<file path="src/rtl/core/tts_pkg.sv">
// ----------------------------------------------------------------------------
// tts_pkg
// shared types and codes of the totient table sieve
// ----------------------------------------------------------------------------
`default_nettype none

package tts_pkg;

   localparam int unsigned MAX_N = 65535;

   localparam logic [15:0] LIMIT_RESET = 16'hFFFF;

   localparam logic OP_BUILD  = 1'b0;
   localparam logic OP_LOOKUP = 1'b1;

   localparam logic [1:0] STATUS_OK        = 2'd0;
   localparam logic [1:0] STATUS_RANGE     = 2'd1;
   localparam logic [1:0] STATUS_NOT_BUILT = 2'd2;

   typedef enum logic [1:0] {
      RD_I,
      RD_J,
      RD_IDX
   } rd_sel_type;

   typedef enum logic {
      WR_K,
      WR_J
   } wr_sel_type;

   typedef struct packed {
      logic       idx_load;
      logic       k_clr;
      logic       i_set;
      logic       i_inc;
      logic       j_set;
      logic       rd_en;
      rd_sel_type rd_sel;
      logic       div_start;
      logic       wr_en;
      wr_sel_type wr_sel;
      logic       rsp_load;
      logic [1:0] rsp_code;
      logic       rsp_data;
   } cmd_type;

   typedef struct packed {
      logic k_last;
      logic i_over;
      logic j_over;
      logic prime;
      logic div_done;
      logic idx_over;
      logic rsp_busy;
   } stat_type;

endpackage

`default_nettype wire

</file>
<file path="src/rtl/core/tts_ctrl.sv">
// ----------------------------------------------------------------------------
// tts_ctrl
// sequencer for table build and lookups
// ----------------------------------------------------------------------------
`default_nettype none

module tts_ctrl import tts_pkg::*; (
   input  wire logic     clock,
   input  wire logic     reset,
   input  wire logic     req_tvalid,
   output logic          req_tready,
   input  wire logic     req_opcode,
   input  wire logic     csr_we,
   input  wire stat_type stat,
   output cmd_type       cmd
);

   typedef enum logic [3:0] {
      ST_IDLE,
      ST_INIT,
      ST_I_CHK,
      ST_I_WAIT,
      ST_J_RD,
      ST_J_WAIT,
      ST_DIV,
      ST_LK_CHK,
      ST_LK_WAIT
   } state_type;

   state_type state_ff, state_in;
   logic      built_ff, built_in;

   assign req_tready = (state_ff == ST_IDLE) && !stat.rsp_busy;

   always_comb begin
      state_in = state_ff;
      built_in = built_ff;
      cmd      = '0;
      case (state_ff)
         ST_IDLE: begin
            if (req_tvalid && req_tready) begin
               cmd.idx_load = 1'b1;
               if (req_opcode == OP_BUILD) begin
                  cmd.k_clr = 1'b1;
                  state_in  = ST_INIT;
               end else if (req_opcode == OP_LOOKUP) begin
                  state_in = ST_LK_CHK;
               end
            end
         end
         ST_INIT: begin
            cmd.wr_en  = 1'b1;
            cmd.wr_sel = WR_K;
            if (stat.k_last) begin
               cmd.i_set = 1'b1;
               state_in  = ST_I_CHK;
            end
         end
         ST_I_CHK: begin
            if (stat.i_over) begin
               cmd.rsp_load = 1'b1;
               cmd.rsp_code = STATUS_OK;
               built_in     = 1'b1;
               state_in     = ST_IDLE;
            end else begin
               cmd.rd_en  = 1'b1;
               cmd.rd_sel = RD_I;
               state_in   = ST_I_WAIT;
            end
         end
         ST_I_WAIT: begin
            if (stat.prime) begin
               cmd.j_set = 1'b1;
               state_in  = ST_J_RD;
            end else begin
               cmd.i_inc = 1'b1;
               state_in  = ST_I_CHK;
            end
         end
         ST_J_RD: begin
            if (stat.j_over) begin
               cmd.i_inc = 1'b1;
               state_in  = ST_I_CHK;
            end else begin
               cmd.rd_en  = 1'b1;
               cmd.rd_sel = RD_J;
               state_in   = ST_J_WAIT;
            end
         end
         ST_J_WAIT: begin
            cmd.div_start = 1'b1;
            state_in      = ST_DIV;
         end
         ST_DIV: begin
            if (stat.div_done) begin
               cmd.wr_en  = 1'b1;
               cmd.wr_sel = WR_J;
               state_in   = ST_J_RD;
            end
         end
         ST_LK_CHK: begin
            if (!built_ff) begin
               cmd.rsp_load = 1'b1;
               cmd.rsp_code = STATUS_NOT_BUILT;
               state_in     = ST_IDLE;
            end else if (stat.idx_over) begin
               cmd.rsp_load = 1'b1;
               cmd.rsp_code = STATUS_RANGE;
               state_in     = ST_IDLE;
            end else begin
               cmd.rd_en  = 1'b1;
               cmd.rd_sel = RD_IDX;
               state_in   = ST_LK_WAIT;
            end
         end
         ST_LK_WAIT: begin
            cmd.rsp_load = 1'b1;
            cmd.rsp_code = STATUS_OK;
            cmd.rsp_data = 1'b1;
            state_in     = ST_IDLE;
         end
         default: begin
            state_in = ST_IDLE;
         end
      endcase
      if (csr_we) begin
         built_in = 1'b0;
      end
   end

   always_ff @(posedge clock) begin
      if (reset) begin
         state_ff <= ST_IDLE;
         built_ff <= 1'b0;
      end else begin
         state_ff <= state_in;
         built_ff <= built_in;
      end
   end

endmodule

`default_nettype wire

</file>
<file path="config.mk">
export PLATFORM = sky130hd
export DESIGN_NAME = tts_ctrl
export DESIGN_NICKNAME = d
export VERILOG_FILES = /design/src/rtl/core/tts_pkg.sv /design/src/rtl/core/tts_ctrl.sv
export SDC_FILE = /design/constraint.sdc
export NUM_CORES = 1
export LEC_CHECK = 0
export BUFFER_PORTS_ARGS = -buffer_cell sky130_fd_sc_hd__buf_2
export CAP_MARGIN = 25
export CORE_AREA = 2 2 39 41
export DETAILED_ROUTE_END_ITERATION = 6
export DIE_AREA = 0 0 41 43
export GPL_ROUTABILITY_DRIVEN = 0
export PLACE_DENSITY = 0.69
export SETUP_SLACK_MARGIN = 0.05
export SLEW_MARGIN = 10
export SYNTH_ARGS = -nofsm -noshare
export SYNTH_HDL_FRONTEND = slang
export SYNTH_SLANG_ARGS = --single-unit
</file>
<file path="constraint.sdc">
create_clock -name clock -period 1.9 [get_ports clock]
set_input_delay 0.095 -clock clock [delete_from_list [all_inputs] [get_ports clock]]
set_output_delay 0.095 -clock clock [all_outputs]
set_load 0.1 [all_outputs]
</file>
---- Word-level counts from Yosys, hierarchy flattened ----
Index checks and enable logic that the tools add are counted.
cells by class
  add/subtract/negate cells ............... 0
  multipliers ............................. 0
  divide/modulo/power cells ............... 0
  $lt $le $gt $ge ......................... 0
  equality and inequality tests ........... 11
  shift-type cells ........................ 0
  mux-type cells .......................... 33
  bitwise logic cells ..................... 0
  reductions and logical operators ........ 7
operators with widths
  cell                                                  count
  one-hot mux 4 bit (8 select lines)                    1
  2-to-1 mux 3 bit                                      10
  2-to-1 mux 4 bit                                      5
  one-hot mux 3 bit (3 select lines)                    2
  equality test 4 x 3 -> 1 bit (second input constant)  4
  2-to-1 mux 1 bit                                      9
  equality test 4 x 2 -> 1 bit (second input constant)  2
  2-to-1 mux 2 bit                                      4
  equality test 4 x 1 -> 1 bit (second input constant)  1
  equality test 4 bit (second input constant)           1
  zero test 4 bit                                       1
  != test 2 bit (second input constant)                 2
  one-hot mux 2 bit (2 select lines)                    1
  AND reduction 3 bit                                   1
  logical AND 1 bit                                     2
  != test 2 x 1 -> 1 bit (second input constant)        1
  one-hot mux 1 bit (2 select lines)                    1
  AND reduction 2 bit                                   1
  OR reduction 2 bit                                    1
  zero test 1 bit                                       1
word-level totals
  register bits ........................... 5
  latch bits .............................. 0
  memory bits (writable) .................. 0
  bits in read-only memories .............. 0
  bits of input ports ..................... 12
  output and inout bits ................... 16
  word-level logic and storage cells ...... 53
  memories ................................ 0

---- Logic depth before layout (Yosys ltp) ----
  depth after elaboration ................. 5
  depth in mapped cells ................... 5
  mapped depth without buffers ............ 4

---- Worst setup path before layout ----
Ideal clock, no wire load.
  path kind ............................... register to output
  start ................................... register state_ff[3]
  end ..................................... output port cmd[7] in the netlist's numbering
  data arrival time ....................... 3.422 ns
  data required time ...................... 1.805 ns
  slack ................................... -1.617 ns
  stages on the path, launching flop included .. 3
  buffers on the path ..................... 1
  cells stage by stage .................... dfxtp_1 > clkbuf_1 > nor4_1
RTL lines
  item                      line             source
  start: declaration        tts_ctrl.sv:30   state_type state_ff, state_in;
  start signal: assignment  tts_ctrl.sv:136  state_ff <= state_in;
  end: declaration          tts_ctrl.sv:15   output cmd_type cmd

==> flow_metrics.env <==
export IMPL_status="complete, no violations"
export IMPL_synth_top_area_frac=0.204
export IMPL_crit_required_ns=1.80
export IMPL_grt_first_pass_wirelength_um=2500
export IMPL_cts_setup_buffers=0
export IMPL_floorplan_die_area_sq_um=1760
export IMPL_synthMostInstantiatedCell="sky130_fd_sc_hd__nor2_1"
export IMPL_report_final_slew_viol_count=0
export IMPL_clock_buffer_count_from_cts=3
export IMPL_worst_setup_hold_path_clk_slew_ns=0.04
export IMPL_yosys_warnings=0
export IMPL_min_path_cells=2
export IMPL_worst_path_largest_cell_delay_ns=0.37
export IMPL_route_detailed_drc=0
export IMPL_critical_path_buf_inv_count=1
export IMPL_detail_route_wirelength_um=1550
export IMPL_areaGrowthSynthToFinish_pct=83.4
export IMPL_synth_async_reset_ratio=0
export IMPL_timing_hold_violations_final=0
export IMPL_floorplan_io_pins=28
export IMPL_syn_nets=84
export IMPL_design_area_sq_um=900
export IMPL_gr_usage_all_layers=0.205
export IMPL_drv_cap=0
export IMPL_worstSetupPathType="register to output port"
export IMPL_vias=673
export IMPL_setup_slack_ns=0.237
export IMPL_synthesis_instances=72
export IMPL_final_min_clock_period_ns=1.66
export IMPL_place_port_buffers=27
export IMPL_yosys_register_bits=5
export IMPL_grt_overflow_total=0
export IMPL_crit_family="simple AND/OR/NAND/NOR gates"
export IMPL_tritoncts="built"
export IMPL_cts_hold_buffers_added=0
export IMPL_min_to="built_ff"
export IMPL_synthTopCellsByCount="13 x sky130_fd_sc_hd__nor2_1, 5 x sky130_fd_sc_hd__a21oi_1, 5 x sky130_fd_sc_hd__dfxtp_1, 5 x sky130_fd_sc_hd__inv_1, 5 x sky130_fd_sc_hd__nor3_1"
export IMPL_first_pass_iters=4
export IMPL_synth_sequential_area_ratio=0.204
export IMPL_max_slew_margin_rel=0.678
export IMPL_timing_reg2reg_setup_slack_ns=0.49
export IMPL_timing_clock_skew_ns=0.00372
export IMPL_timing_critical_path_arrival_ns=1.57
export IMPL_design_final_nets=115
export IMPL_final_fill_count=106
export IMPL_regToRegStartpoint="state_ff[0]"
export IMPL_yosysTopAreaCell="sky130_fd_sc_hd__dfxtp_1"
export IMPL_drive_above_1_share=0.529
export IMPL_worst_path_max_delay_cell="sky130_fd_sc_hd__dfxtp_2"
export IMPL_grt_antenna_before_repair=0
export IMPL_clock_tree_root_cell="sky130_fd_sc_hd__clkbuf_4"
export IMPL_timing_fmax_ghz=0.601
export IMPL_final_min_period_over_clock_period=0.875
export IMPL_synth_flop_cell="sky130_fd_sc_hd__dfxtp_1"
export IMPL_max_clock_path_buffers=2
export IMPL_hold_ws_ns=0.00979
export IMPL_timing_rr_end="state_ff[1]"
export IMPL_endpoint_kind="output port"
export IMPL_ff2ff_path_depth=4
export IMPL_mappedNetlistArea_sq_um=490
export IMPL_die_height_um=43
export IMPL_core_area_sq_um=1380
export IMPL_viasPerCell=5.70
export IMPL_final_setup_viol_count=0
export IMPL_worstSkewPairLatency_ns=0.24
export IMPL_initial_utilization=0.354
export IMPL_postPlaceCellArea_sq_um=865
export IMPL_number_of_enable_type_register_cells_in_the_synthesized_netlist=0
export IMPL_worst_slew_pin_slew_ns=0.486
export IMPL_insertedDiodeCount=0
export IMPL_area_taken_by_multi_input_logic_gates_sq_um=418
export IMPL_syn_mean_instance_area_sq_um=6.81
export IMPL_drt_initial_drc_count=21
export IMPL_worstPathCellList="nor2_1, nand2_1, nor2_2, clkbuf_4"
export IMPL_number_of_global_route_vias_before_repair=598
export IMPL_netlist_cell_type_count=29
export IMPL_worst_path_max_fanout=11
export IMPL_unrepaired_setup_endpoints_after_global_routing="no"
export IMPL_netlist_top_cells_area="sky130_fd_sc_hd__dfxtp_1 20%, sky130_fd_sc_hd__nor2_1 9.9%, sky130_fd_sc_hd__a21oi_1 5.1%"
export IMPL_maximum_number_of_pins_on_one_net_before_global_route_repair=14
export IMPL_antenna_viol_nets_final=0
export IMPL_power_per_cell_area_nw_per_um2=1600
export IMPL_wl_per_cell_um=13.1
export IMPL_fp_dieW_um=41
export IMPL_pre_cts_slack_ns=0.333
export IMPL_cts_htree_levels=1
export IMPL_numClockSinks=5
export IMPL_min_path_type="primary input to register"
export IMPL_total_leakage_power_uw=0.000404
export IMPL_row_count=14
export IMPL_ir_drop_v=0.000844
export IMPL_cp_startpoint="state_ff[2]"
export IMPL_area_of_all_sequential_standard_cells_sq_um=104
export IMPL_hold_path_startpoint="csr_we"
export IMPL_worst_setup_path_start_kind="register"
-- logic make-up (layout without fill, tap and decap cells) --
logic type | Yosys count | in the layout | share of synthesized area
and+or+nand+nor | 38 | 38 | 0.403
buffers and inverters | 9 | 39 | 0.0893
AOI/OAI and AO/OA | 20 | 20 | 0.304
DFF | 5 | 5 | 0.204
-- repair_timing --
| action | CTS | global route |
|---|---|---|
| resized for setup | 0 | 5 |
| setup endpoints to repair | 0 | 5 |
| endpoints found under the hold margin | 0 | 0 |
-- how the worst max path moves through the flow --
stage,slack [ns],depth (start not counted),to
3_3_place_gp,0.35,5,cmd[9]
4_1_cts,0.07,4,cmd[14]
5_1_grt,0.13,4,cmd[14]
6_report,0.24,4,cmd[14]
3_5_place_dp,0.33,4,cmd[14]
2_1_floorplan,-0.33,5,cmd[9]
-- registers in the layout, indices dropped and copies added, names as in the netlist --
| signal | count |
|---|---|
| state_ff | 4 |
| built_ff | 1 |
-- cells in the final DEF (no fill, tap or decap), types with 2 or more instances in the layout --
| master | netlist | final |
|---|---|---|
| sky130_fd_sc_hd__a21oi_1 | 5 | 5 |
| sky130_fd_sc_hd__inv_1 | 5 | 5 |
| sky130_fd_sc_hd__dfxtp_1 | 5 | 2 |
| sky130_fd_sc_hd__dfxtp_2 | 0 | 3 |
| sky130_fd_sc_hd__nand2b_1 | 4 | 4 |
| sky130_fd_sc_hd__buf_2 | 2 | 15 |
| sky130_fd_sc_hd__nand3_1 | 3 | 3 |
| sky130_fd_sc_hd__and3_1 | 3 | 2 |
| sky130_fd_sc_hd__nor2_1 | 13 | 7 |
| sky130_fd_sc_hd__buf_12 | 0 | 10 |
| sky130_fd_sc_hd__a31oi_1 | 3 | 3 |
| sky130_fd_sc_hd__clkbuf_4 | 0 | 5 |
| sky130_fd_sc_hd__nor3_4 | 0 | 2 |
| sky130_fd_sc_hd__o21ai_2 | 2 | 2 |
| sky130_fd_sc_hd__nor3_1 | 5 | 2 |
| sky130_fd_sc_hd__nand2_1 | 4 | 4 |
| sky130_fd_sc_hd__buf_4 | 0 | 3 |
| sky130_fd_sc_hd__nor2_2 | 0 | 6 |
-- worst register-to-register path, stage by stage (launching register included) --
cell and delay, ns:
sky130_fd_sc_hd__dfxtp_2 0.44, sky130_fd_sc_hd__and2b_1 0.26, sky130_fd_sc_hd__a31oi_1 0.29, sky130_fd_sc_hd__a2bb2oi_1 0.24, sky130_fd_sc_hd__o21ai_2 0.06
-- per-layer routing --
layer / wire [um] / GRT usage / vias to the layer above
li1: - / - / 321
met1: 636 / 0.252 / 317
met2: 772 / 0.328 / 35
met3: 137 / 0.0785 / 0
met4: 0 / 0.0400 / 0
met5: 0 / 0 / -
-- report_power, final --
part | switching, uW | internal (uW)
logic | 756 | 338
registers | 86.7 | 141
clock network | 43.1 | 79.3
total | 885 | 558
-- cell type report --
| class | instances | share of cell area |
|---|---|---|
| multi-input cells | 58 | 0.465 |
| repair buffers | 30 | 0.348 |
| well taps | 16 | 0.0223 |
| clock buffers | 4 | 0.0292 |
| flip-flops and latches | 5 | 0.115 |
| inverters | 5 | 0.0209 |
-- metrics by stage --
stage	power, uW	TNS [ns]	instances	util
3_5_place_dp	1300	0	114	0.625
2_1_floorplan	1020	-0.347	72	-
3_3_place_gp	1290	0	114	0.625
6_report	1440	0	118	0.650
4_1_cts	1430	0	118	0.644
5_1_grt	1520	0	118	0.650
No activity file was read; power rests on OpenSTA's default activity.
